**src/design/amd_pkg.sv**
```systemverilog
// Shared constants and types for the anchor motion distributor.
`timescale 1ns / 1ps
`default_nettype none
package amd_pkg;
	localparam int MaxHeld = 16;
	localparam int HeldW = $clog2(MaxHeld + 1);
	localparam int IdxW = (MaxHeld > 1) ? $clog2(MaxHeld) : 1;
	localparam int PtsW = 48;
	localparam int MotW = 24;
	localparam int ConfW = 16;
	localparam int FracW = 26;

	typedef enum logic [0:0] {ACT_FRAME = 1'b0, ACT_FLUSH = 1'b1} action_t;

	typedef struct packed {
		logic [0:0] action;
		logic is_key;
		logic is_predicted;
		logic meas_valid;
		logic signed [MotW-1:0] in_dx;
		logic signed [MotW-1:0] in_dy;
		logic signed [MotW-1:0] in_theta;
		logic signed [MotW-1:0] in_scale;
		logic [ConfW-1:0] in_confidence;
		logic in_scene_cut;
		logic signed [PtsW-1:0] pts;
		logic pts_valid;
	} in_word_t;

	typedef struct packed {
		logic signed [MotW-1:0] out_dx;
		logic signed [MotW-1:0] out_dy;
		logic signed [MotW-1:0] out_theta;
		logic signed [MotW-1:0] out_scale;
		logic [ConfW-1:0] out_confidence;
		logic out_valid;
		logic out_scene_cut;
		logic interpolated;
		logic overflowed;
		logic end_of_run;
	} out_word_t;
endpackage
`default_nettype wire

```
**src/design/amd_if.sv**
```systemverilog
// Valid/ready channel carrying one word.
`timescale 1ns / 1ps
`default_nettype none
interface amd_in_if;
	import amd_pkg::*;
	logic valid;
	logic ready;
	in_word_t data;
	modport source (output valid, output data, input ready);
	modport sink (input valid, input data, output ready);
endinterface

interface amd_out_if;
	import amd_pkg::*;
	logic valid;
	logic ready;
	out_word_t data;
	modport source (output valid, output data, input ready);
	modport sink (input valid, input data, output ready);
endinterface
`default_nettype wire

```
**src/design/amd_share.sv**
```systemverilog
// Bit-serial fraction divider and share multiplier for one released frame.
`timescale 1ns / 1ps
`default_nettype none
module amd_share (
	input  wire logic clk,
	input  wire logic arst_n,
	input  wire logic start,
	input  wire logic [amd_pkg::PtsW-1:0] num,
	input  wire logic [amd_pkg::PtsW-1:0] den,
	input  wire logic signed [amd_pkg::MotW-1:0] m0,
	input  wire logic signed [amd_pkg::MotW-1:0] m1,
	input  wire logic signed [amd_pkg::MotW-1:0] m2,
	input  wire logic signed [amd_pkg::MotW-1:0] m3,
	output logic done,
	output logic [4*amd_pkg::MotW-1:0] shares
);
	import amd_pkg::*;
	typedef enum logic [1:0] {S_IDLE, S_DIV, S_MUL} st_t;
	localparam int MagW = MotW;
	localparam int ProdW = MagW + FracW;

	st_t st_q;
	logic [5:0] cnt_q;
	logic [PtsW:0] r_q;
	logic [FracW-1:0] q_q;
	logic [PtsW-1:0] den_q;
	logic [FracW-1:0] f_q;
	logic [MagW-1:0] mag_q [4];
	logic [3:0] neg_q;
	logic [ProdW-1:0] acc_q [4];

	logic [PtsW:0] r_sh;
	logic r_ge;
	assign r_sh = {r_q[PtsW-1:0], 1'b0};
	assign r_ge = r_sh >= {1'b0, den_q};

	function automatic logic [MotW-1:0] fin(input logic [ProdW-1:0] a, input logic n);
		logic [ProdW-1:0] r;
		logic [MotW-1:0] v;
		r = (a + (ProdW'(1) << 23)) >> 24;
		v = r[MotW-1:0];
		return n ? -v : v;
	endfunction

	always_comb begin
		for (int k = 0; k < 4; k++)
			shares[k*MotW +: MotW] = fin(acc_q[k], neg_q[k]);
	end

	always_ff @(posedge clk or negedge arst_n) begin
		if (!arst_n) begin
			st_q <= S_IDLE;
			cnt_q <= '0;
			done <= 1'b0;
		end else begin
			done <= 1'b0;
			case (st_q)
				S_IDLE: begin
					if (start) begin
						den_q <= den;
						// integer quotient bit first, then 25 fraction bits
						if (num >= den) begin
							q_q <= FracW'(1);
							r_q <= {1'b0, num - den};
						end else begin
							q_q <= '0;
							r_q <= {1'b0, num};
						end
						mag_q[0] <= m0[MotW-1] ? -m0 : m0;
						mag_q[1] <= m1[MotW-1] ? -m1 : m1;
						mag_q[2] <= m2[MotW-1] ? -m2 : m2;
						mag_q[3] <= m3[MotW-1] ? -m3 : m3;
						neg_q <= {m3[MotW-1], m2[MotW-1], m1[MotW-1], m0[MotW-1]};
						cnt_q <= '0;
						st_q <= S_DIV;
					end
				end
				S_DIV: begin
					q_q <= {q_q[FracW-2:0], r_ge};
					r_q <= r_ge ? r_sh - {1'b0, den_q} : r_sh;
					if (cnt_q == 6'd24) begin
						f_q <= ({q_q[FracW-2:0], r_ge} + FracW'(1)) >> 1;
						for (int k = 0; k < 4; k++) acc_q[k] <= '0;
						cnt_q <= '0;
						st_q <= S_MUL;
					end else
						cnt_q <= cnt_q + 6'd1;
				end
				S_MUL: begin
					// one magnitude bit per cycle, msb first
					for (int k = 0; k < 4; k++)
						acc_q[k] <= (acc_q[k] << 1) +
							(mag_q[k][MagW-1] ? ProdW'(f_q) : '0);
					for (int k = 0; k < 4; k++)
						mag_q[k] <= mag_q[k] << 1;
					if (cnt_q == 6'(MagW - 1)) begin
						done <= 1'b1;
						st_q <= S_IDLE;
					end else
						cnt_q <= cnt_q + 6'd1;
				end
				default: st_q <= S_IDLE;
			endcase
		end
	end

	a_done_from_mul: assert property (@(posedge clk) disable iff (!arst_n)
		done |-> $past(st_q) == S_MUL) else $error("done outside multiply");
	a_den_nz: assert property (@(posedge clk) disable iff (!arst_n)
		st_q == S_DIV |-> den_q != '0) else $error("zero divisor");
	a_start_idle: assert property (@(posedge clk) disable iff (!arst_n)
		start |-> st_q == S_IDLE) else $error("start while busy");
endmodule
`default_nettype wire

```
**src/design/anchor_motion_distributor.sv**
```systemverilog
// Top level of the anchor motion distributor.
`timescale 1ns / 1ps
`default_nettype none
// Frames come in one word at a time; each word yields zero to seventeen
// result words in frame order, the last marked end_of_run. Identity
// results leave one per cycle while the receiver is ready. A split result
// is formed by a 25-step restoring divider for the fraction, then a
// bit-serial 24-step multiply of the four motion fields, both in amd_share;
// the top fetches the duration, starts the unit, sees it finish and hands
// the word over. Each word is accepted, then decoded, before any result. The
// input is taken again only when every result of the previous word has left.
module anchor_motion_distributor (
	input wire logic clk,
	input wire logic arst_n,
	amd_in_if.sink in_ch,
	amd_out_if.source out_ch
);
	import amd_pkg::*;
	typedef enum logic [2:0] {S_IN, S_DECIDE, S_EMIT, S_CALC, S_WAIT, S_PUSH} st_t;

	st_t st_q;
	in_word_t w_q;
	logic started_q, last_ok_q, gaps_ok_q, use_ts_q;
	logic [PtsW-1:0] anchor_q, last_q, gap_q, total_q;
	logic [HeldW-1:0] held_q, idx_q, cnt_q;
	logic [PtsW-1:0] dur_mem [MaxHeld];
	logic [PtsW-1:0] dur_rd_q;
	logic ovf_q, split_q, self_q, hold_q, flush_q;
	logic sh_start, sh_done;
	logic [4*MotW-1:0] sh_res;
	logic id_emit_w;

	// one extra bit so the tick differences never wrap
	logic signed [PtsW:0] d_w, tot_w;
	logic gap_ok_w;
	assign d_w = {w_q.pts[PtsW-1], w_q.pts} - {last_q[PtsW-1], last_q};
	assign tot_w = {w_q.pts[PtsW-1], w_q.pts} - {anchor_q[PtsW-1], anchor_q};
	assign gap_ok_w = last_ok_q && w_q.pts_valid && !d_w[PtsW] && d_w != '0;

	assign in_ch.ready = (st_q == S_IN);
	assign sh_start = (st_q == S_CALC);
	assign id_emit_w = (st_q == S_EMIT) && !split_q && idx_q != cnt_q + HeldW'(self_q);

	amd_share u_share (
		.clk(clk), .arst_n(arst_n), .start(sh_start),
		.num(use_ts_q ? (idx_q < held_q ? dur_rd_q : gap_q) : PtsW'(1)),
		.den(use_ts_q ? total_q : PtsW'(held_q) + PtsW'(1)),
		.m0(w_q.in_dx), .m1(w_q.in_dy), .m2(w_q.in_theta), .m3(w_q.in_scale),
		.done(sh_done), .shares(sh_res)
	);

	always_ff @(posedge clk) begin
		dur_rd_q <= dur_mem[idx_q[IdxW-1:0]];
		if (st_q == S_WAIT && hold_q)
			dur_mem[cnt_q[IdxW-1:0]] <= gap_ok_w ? d_w[PtsW-1:0] : '0;
	end

	always_ff @(posedge clk or negedge arst_n) begin
		if (!arst_n) begin
			st_q <= S_IN;
			started_q <= 1'b0; anchor_q <= '0; last_q <= '0;
			last_ok_q <= 1'b0; gaps_ok_q <= 1'b1; held_q <= '0;
			idx_q <= '0; cnt_q <= '0;
			out_ch.valid <= 1'b0;
			ovf_q <= 1'b0; split_q <= 1'b0; self_q <= 1'b0;
			hold_q <= 1'b0; flush_q <= 1'b0; use_ts_q <= 1'b0;
		end else begin
			if (out_ch.valid && out_ch.ready && !id_emit_w) out_ch.valid <= 1'b0;
			case (st_q)
				S_IN: begin
					if (in_ch.valid) begin
						w_q <= in_ch.data;
						st_q <= S_DECIDE;
					end
				end
				S_DECIDE: begin
					idx_q <= '0;
					ovf_q <= 1'b0; split_q <= 1'b0; self_q <= 1'b0;
					hold_q <= 1'b0; flush_q <= 1'b0;
					cnt_q <= held_q;
					if (w_q.action == ACT_FLUSH) begin
						flush_q <= 1'b1;
						if (held_q == '0) begin
							started_q <= 1'b0; anchor_q <= '0; last_q <= '0;
							last_ok_q <= 1'b0; gaps_ok_q <= 1'b1;
							st_q <= S_IN;
						end else st_q <= S_EMIT;
					end else if (!started_q) begin
						self_q <= 1'b1; held_q <= '0; cnt_q <= '0;
						st_q <= S_EMIT;
					end else if (w_q.is_key || (w_q.is_predicted && !w_q.meas_valid)) begin
						self_q <= 1'b1;
						st_q <= S_EMIT;
					end else if (w_q.is_predicted) begin
						split_q <= 1'b1; self_q <= 1'b1;
						gap_q <= gap_ok_w ? d_w[PtsW-1:0] : '0;
						total_q <= tot_w[PtsW-1:0];
						use_ts_q <= gaps_ok_q && gap_ok_w && !tot_w[PtsW] && tot_w != '0;
						st_q <= S_PUSH;
					end else if (held_q >= HeldW'(MaxHeld)) begin
						ovf_q <= 1'b1;
						st_q <= S_EMIT;
					end else begin
						hold_q <= 1'b1;
						st_q <= S_WAIT;
					end
				end
				S_WAIT: begin
					// hold write happens this cycle's edge path; finish bookkeeping
					if (hold_q) begin
						held_q <= held_q + HeldW'(1);
						gaps_ok_q <= gaps_ok_q && gap_ok_w;
						last_q <= w_q.pts; last_ok_q <= w_q.pts_valid;
						hold_q <= 1'b0;
						st_q <= S_IN;
					end else if (sh_done) begin
						out_ch.valid <= 1'b1;
						out_ch.data <= '{out_dx: sh_res[0 +: MotW],
							out_dy: sh_res[MotW +: MotW],
							out_theta: sh_res[2*MotW +: MotW],
							out_scale: sh_res[3*MotW +: MotW],
							out_confidence: w_q.in_confidence, out_valid: 1'b1,
							out_scene_cut: w_q.in_scene_cut,
							interpolated: held_q != '0, overflowed: 1'b0,
							end_of_run: idx_q == held_q};
						st_q <= S_EMIT;
					end
				end
				S_PUSH: st_q <= S_CALC;
				S_CALC: st_q <= S_WAIT;
				S_EMIT: begin
					if (!out_ch.valid || out_ch.ready) begin
						if (split_q) begin
							if (out_ch.valid && idx_q == held_q) begin
								anchor_q <= w_q.pts; gaps_ok_q <= 1'b1; held_q <= '0;
								last_q <= w_q.pts; last_ok_q <= w_q.pts_valid;
								st_q <= S_IN;
							end else if (out_ch.valid) begin
								idx_q <= idx_q + HeldW'(1);
								st_q <= S_PUSH;
							end
						end else if (idx_q == cnt_q + HeldW'(self_q)) begin
							if (flush_q) begin
								started_q <= 1'b0; anchor_q <= '0; last_q <= '0;
								last_ok_q <= 1'b0; gaps_ok_q <= 1'b1; held_q <= '0;
								st_q <= S_IN;
							end else if (ovf_q) begin
								anchor_q <= last_q; gaps_ok_q <= 1'b1; held_q <= '0;
								cnt_q <= '0; ovf_q <= 1'b0;
								hold_q <= 1'b1;
								st_q <= S_WAIT;
							end else begin
								started_q <= 1'b1;
								anchor_q <= w_q.pts; gaps_ok_q <= 1'b1; held_q <= '0;
								last_q <= w_q.pts; last_ok_q <= w_q.pts_valid;
								st_q <= S_IN;
							end
						end else begin
							out_ch.valid <= 1'b1;
							out_ch.data <= '{out_valid: 1'b1, overflowed: ovf_q,
								end_of_run: idx_q + HeldW'(1) == cnt_q + HeldW'(self_q),
								default: '0};
							idx_q <= idx_q + HeldW'(1);
						end
					end
				end
				default: st_q <= S_IN;
			endcase
		end
	end

	a_ready_only_in: assert property (@(posedge clk) disable iff (!arst_n)
		in_ch.ready |-> !out_ch.valid || st_q == S_IN) else $error("ready state");
	a_held_bound: assert property (@(posedge clk) disable iff (!arst_n)
		held_q <= HeldW'(MaxHeld)) else $error("hold count overrun");
	a_ovf_identity: assert property (@(posedge clk) disable iff (!arst_n)
		out_ch.valid && out_ch.data.overflowed |-> out_ch.data.out_dx == '0)
		else $error("overflow result not identity");
endmodule
`default_nettype wire

```
**src/flat_wrapper.sv**
```systemverilog
// flat-port wrapper written by rule: the top's interface ports become plain ports
module anchor_motion_distributor_flat import amd_pkg::*;
  (clk, arst_n, in_ch_valid, in_ch_data, in_ch_ready, out_ch_valid, out_ch_data, out_ch_ready);
  amd_in_if in_ch_i ();
  amd_out_if out_ch_i ();
  input wire logic clk;
  input wire logic arst_n;
  input wire logic [$bits(in_ch_i.valid)-1:0] in_ch_valid;
  input wire logic [$bits(in_ch_i.data)-1:0] in_ch_data;
  output wire logic [$bits(in_ch_i.ready)-1:0] in_ch_ready;
  output wire logic [$bits(out_ch_i.valid)-1:0] out_ch_valid;
  output wire logic [$bits(out_ch_i.data)-1:0] out_ch_data;
  input wire logic [$bits(out_ch_i.ready)-1:0] out_ch_ready;
  assign in_ch_i.valid = in_ch_valid;
  assign in_ch_i.data = in_ch_data;
  assign in_ch_ready = in_ch_i.ready;
  assign out_ch_valid = out_ch_i.valid;
  assign out_ch_data = out_ch_i.data;
  assign out_ch_i.ready = out_ch_ready;
  anchor_motion_distributor u_core (.clk(clk), .arst_n(arst_n), .in_ch(in_ch_i), .out_ch(out_ch_i));
endmodule
```
**config.mk**
```make
export PLATFORM = sky130hd
export DESIGN_NAME = anchor_motion_distributor_flat
export DESIGN_NICKNAME = d
export VERILOG_FILES = /design/src/design/amd_pkg.sv /design/src/design/amd_if.sv /design/src/design/amd_share.sv /design/src/design/anchor_motion_distributor.sv /design/src/flat_wrapper.sv
export SDC_FILE = /design/constraint.sdc
export NUM_CORES = 2
export LEC_CHECK = 0
export ABC_AREA = 1
export BUFFER_PORTS_ARGS = -buffer_cell sky130_fd_sc_hd__buf_2
export CAP_MARGIN = 20
export CORE_MARGIN = 5
export CORE_UTILIZATION = 25
export CTS_CLUSTER_DIAMETER = 100
export DETAILED_ROUTE_END_ITERATION = 6
export PLACE_DENSITY = 0.44
export SLEW_MARGIN = 10
export SYNTH_ARGS = -nofsm -noshare
export SYNTH_HDL_FRONTEND = slang
export SYNTH_SLANG_ARGS = --single-unit
```
**constraint.sdc**
```tcl
create_clock -name clk -period 38.3 [get_ports clk]
set_input_delay 7.66 -clock clk [delete_from_list [all_inputs] [get_ports clk]]
set_output_delay 7.66 -clock clk [all_outputs]
set_load 0.005 [all_outputs]
```
# == Word-level counts from Yosys, hierarchy flattened ==
# Memories as Yosys holds them, arrays and structs flattened. A register that Yosys moved wholly into a read port is not among the register bits.
# Cells that the tools add are included.
# word_totals
regBits,662
ramBits,1064
in_bits,170
output_inout_bits,119
elab_cells,348
memories,3
# classes
add_sub_neg,26
n_lt_le_gt_ge,4
n_eq_ne,38
muxes,165
bitwise_logic,10
reduce_logical,54
# mem_list
name,depth,width,read_ports,rd_clocked_by_memory_dff,wr,line_no,source
u_core.dur_mem,16,48,1,1,1,anchor_motion_distributor.sv:26,logic [PtsW-1:0] dur_mem [MaxHeld];
u_core.u_share.acc_q,4,50,4,0,4,amd_share.sv:30,logic [ProdW-1:0] acc_q [4];
u_core.u_share.mag_q,4,24,4,0,4,amd_share.sv:28,logic [MagW-1:0] mag_q [4];
# op_table
op,count
2-to-1 mux 48 bit,16
2-to-1 mux 117 bit,5
2-to-1 mux 24 bit,12
one-hot mux 117 bit (2 select lines),1
adder 50 x 25 -> 50 bit,4
2-to-1 mux 50 bit,4
adder 48 x 24 -> 48 bit (second input constant),4
negation 24 bit,8
one-hot mux 48 bit (2 select lines),2
one-hot mux 48 bit (3 select lines),1
2-to-1 mux 25 bit,5
nonzero test 49 bit,2
subtractor 48 x 48 -> 49 bit,2
subtractor 48 bit,2
2-to-1 mux 5 bit,17
2-to-1 mux 1 bit,67
one-hot mux 25 bit (2 select lines),1
>= comparator 49 x 48 -> 1 bit,1
>= comparator 48 bit,1
2-to-1 mux 3 bit,15
adder 26 x 1 -> 26 bit (second input constant),1
AND reduction 5 bit,5
AND reduction 6 bit,4
inequality test 2 bit (second input constant),11
other kinds (42),106

# == Logic depth before layout (Yosys ltp) ==
# depth
ltp_word,10
mapped_depth,31

# == Hierarchy ==
# Synthesis repeated with hierarchy kept, for this count alone.
# unflattened
hier_cells,11839
area_unflattened_um2,99909.6
# by_module_without_submodules
mod,instances,cells_per_inst,area_each_um2,seq_area_each_um2
anchor_motion_distributor,1,5571,58379.7,38478.2
amd_share,1,6268,41529.8,13347.8

# == Worst setup path after synthesis ==
# Ideal clock, no wire load.
# synth_timing
kind,input to register
start,in arst_n
end,mem u_core.u_share.acc_q[0][0] (netlist bit) (enable)
setup_time_ps,1010
t_arrival_ps,21129
path_slack_ps,16161
cell_stages,2
path_buffers,0
path_cell_list,nand2_1 -> o21ai_0
# synth_lines
item,line_no,source
"start, declared",flat_wrapper.sv:7,input wire logic arst_n;
"end, declared",amd_share.sv:30,

==> impl_metrics.yaml <==
power_and_ir_drop:
  power_density_mw_per_mm2: 68.8
  combPwrFrac_pct: 39.9
  power.share.sequential_pct: 34.3
  clock_power_share_pct: 25.7
  ir_drop_mv: 0.0620
  power.switching_mw: 3.18
  internal_power_mw: 4.39
  swShare_pct: 42.0
  p_leak_nw: 44.1
floorplan:
  rows: 227
  die_x_um: 629
  pin_count: 289
  core-area_sq_mm: 0.382
  dieArea_sq_mm: 0.396
  die_h_um: 629
  initial_core_util_pct: 25.1
sta:
  finalSetupTns_ps: 0
  period_needed_ps: 9860
  fin_hold_ws_ps: 486
  rsz0062_at_grt: "false"
  max_freq_ghz: 0.101
  hold_viol: 0
  slew_headroom_pct: 24.0
  skew_ps: 88.8
  slew_violations: 0
  setup_violations: 0
  layout_worst_path_cycle_share_pct: 25.8
  tightestPinTransition_ps: 1140
cts:
  clk_pin_slew_ps: 60
  post-cts-setup-buffer-count: 0
  root_buffer: "clkbuf_16"
  clk_latency_ps: 920
  hold_buffers: 0
  cts_tree: "done"
  cts_inserted_buffers: 212
  cts_resized: 0
  clock_path_buffers: 4
  clock-sinks: 1765
  htreeDepth: 4
synth:
  yosys-top-cells-area: "edfxtp_1 (50%), nand2_1 (8.4%), o21ai_0 (5.5%), inv_1 (5.2%), nor2_1 (5.1%)"
  synthAdderAreaFrac_pct: 4.32
  syn_area_per_cell_sq_um: 8.97
  yosys_warnings: 0
  ys_types: 75
  synthXorXnorAreaFrac_pct: 2.41
  async_reset_ff_share_pct: 7.54
  synth_area_sq_mm: 0.0958
  synthCells: 10679
  synthMuxAreaShare_pct: 0
  synth_flop_cell: "edfxtp_1"
  synth_top_area_share_pct: 49.5
  yosys.area.top_type: "edfxtp_1"
  synth_compound_area_share_pct: 14.3
  ys_ff_latch: 1765
  synth_top_family_by_area: "simple AND/OR/NAND/NOR gates"
  synth_edf_count: 1581
  syn-num-nets: 11175
  synth_simple_gate_area_share_pct: 18.1
  yosysSeqAreaShare_pct: 54.1
grt:
  grt.total_usage_pct: 15.9
  grt_pass1_vias: 73405
  grt_max_degree: 149
  grt.overflow.total: 0
  grt_pass1_wl_um: 483000
  antenna_found_initial: 42
placed_design:
  numPlacedInstances: 15779
  dp_hpwl_um: 228000
  gp_congestion: 0.888
  numPortBuffers: 287
critical_path:
  cp.arrival_ps: 10440
  start_kind: "primary input"
  worstSetupPathType: "primary input to flip-flop"
  endpoint_kind: "flip-flop"
  cp_max_fo: 78
  crit_required_ps: 38880
  reg2reg_to: "u_core.u_share.r_q[24]$_DFFE_PP_"
  reg2reg_from: "u_core.idx_q[0]$_DFFE_PN0P_"
  r2r_slack_ps: 30450
  r2r_cells: 21
drt:
  routedWlPerCell_um: 20.2
  via_count: 75457
  ant_nets: 0
  wl_um: 327000
  dr.pass1.iters: 6
  initialDrtViolationCount: 5457
  viasPerCell: 4.67
  drc: 0
hold_path:
  min_from: "u_core.anchor_q[12]$_DFFE_PN0P_"
  worstHoldPathType: "flip-flop to flip-flop"
  hold_depth: 2
  holdPathEnd: "u_core.anchor_q[12]$_DFFE_PN0P_"
finish:
  final_cells: 16171
  area_growth_pct: 14.7
  nets: 11452
  drive_gt1_share_pct: 7.78
  final_cell_mix: "nand2_1 (2133), edfxtp_1 (1581), inv_1 (1323), nor2_1 (1292), o21ai_0 (1059)"
  post-route-util_pct: 28.8
  final_common_cell: "nand2_1"
run_status:
  status: "finished clean"
flow_run:
  cap_viol_max_count: 0
[power groups by stage]
stage | sequential (mW) | combinational (mW) | clock (mW)
finish | 2.60 | 3.02 | 1.95
global route | 2.62 | 3.35 | 2.09
CTS | 2.60 | 3.01 | 2.02
detailed placement | 2.64 | 3.00 | 0
global placement | 2.64 | 2.99 | 0
floorplan | 2.59 | 1.99 | 0
[cells in the mapped netlist, types with 35 or more instances]
master    count
dfxtp_1      51
nand4_1      80
o22ai_1      76
nor3_1      171
nand3_1     351
xnor2_1      80
ha_1        318
clkbuf_1    290
o221ai_1    131
nor2_1     1313
o21a_1       73
nor4_1       38
o211ai_1    158
o21ai_0    1060
a21oi_1     662
o21ai_1      44
edfxtp_1   1581
o21bai_1     35
nand2_1    2137
inv_1      1328
xor2_1      174
a31oi_1      67
dfrtp_1     132
[worst max-delay path, cell delays in order]
cell	delay, ps
buf_6	290
nand2_4	210
inv_8	370
buf_4	770
buf_4	690
o21ai_0	220
[final cells by class]
cell class	instances	area (sq um)
Clock buffer	278	5660
Fill cell	40802	272000
Inverter	1348	5090
Multi-Input combinational cell	7217	37800
Timing Repair Buffer	412	2390
Antenna cell	7	17.5
Sequential cell	1765	51800
Clock inverter	106	890
Tap cell	5038	6300
[cell families after synthesis]
| group | after synthesis |
|---|---|
| compound gates | 2408 |
| other cells | 1 |
| simple gates | 4223 |
| buf+inv | 1697 |
| fa+ha+maj | 326 |
| xor+xnor | 259 |
| flops | 1765 |
[worst max-delay path by stage]
stage          cells past startpoint   start  slack [ps]                                   endpoint
5_1_grt                            7  arst_n       28140  u_core.u_share.acc_q[1][16]$_SDFFCE_PN0P_
4_1_cts                            6  arst_n       28360      u_core.u_share.mag_q[3][11]$_DFFE_PP_
3_3_place_gp                       6  arst_n       27420  u_core.u_share.acc_q[1][46]$_SDFFCE_PN0P_
3_5_place_dp                       6  arst_n       27400       u_core.u_share.mag_q[3][8]$_DFFE_PP_
6_report                           6  arst_n       28440      u_core.u_share.mag_q[3][12]$_DFFE_PP_
2_1_floorplan                      2  arst_n       16160   u_core.u_share.acc_q[0][0]$_SDFFCE_PN0P_
[through the flow]
step	setup slack, ps	cell area [sq um]	total power, mW
floorplan	16160	95800	4.58
global placement	27420	103000	5.63
finish	28440	110000	7.56
global route	28140	110000	8.06
detailed placement	27400	103000	5.64
CTS	28360	110000	7.62
[state kept, by name, indices dropped and copies added, names as in the netlist, 3 cells and up]
signal,count
u_core.dur_mem,768
u_core.u_share.acc_q,192
u_core.w_q,166
u_core.out_ch.data,116
u_core.u_share.mag_q,96
u_core.anchor_q,48
u_core.dur_rd_q,48
u_core.gap_q,48
u_core.last_q,48
u_core.total_q,48
u_core.u_share.den_q,48
u_core.u_share.r_q,48
u_core.u_share.f_q,25
u_core.u_share.q_q,25
u_core.u_share.cnt_q,6
u_core.cnt_q,5
u_core.held_q,5
u_core.idx_q,5
u_core.u_share.neg_q,4
u_core.st_q,3
[layer usage]
metal  share of wire [%]  track usage (%)  vias up
met4                 3.1             4.52       18
met2                  46             26.0     1771
met1                  46             22.0    36017
met3                 4.9             2.15      479
met5               0.040                0        -
li1                    -                -    37172
(Power assumes the default switching activity.)
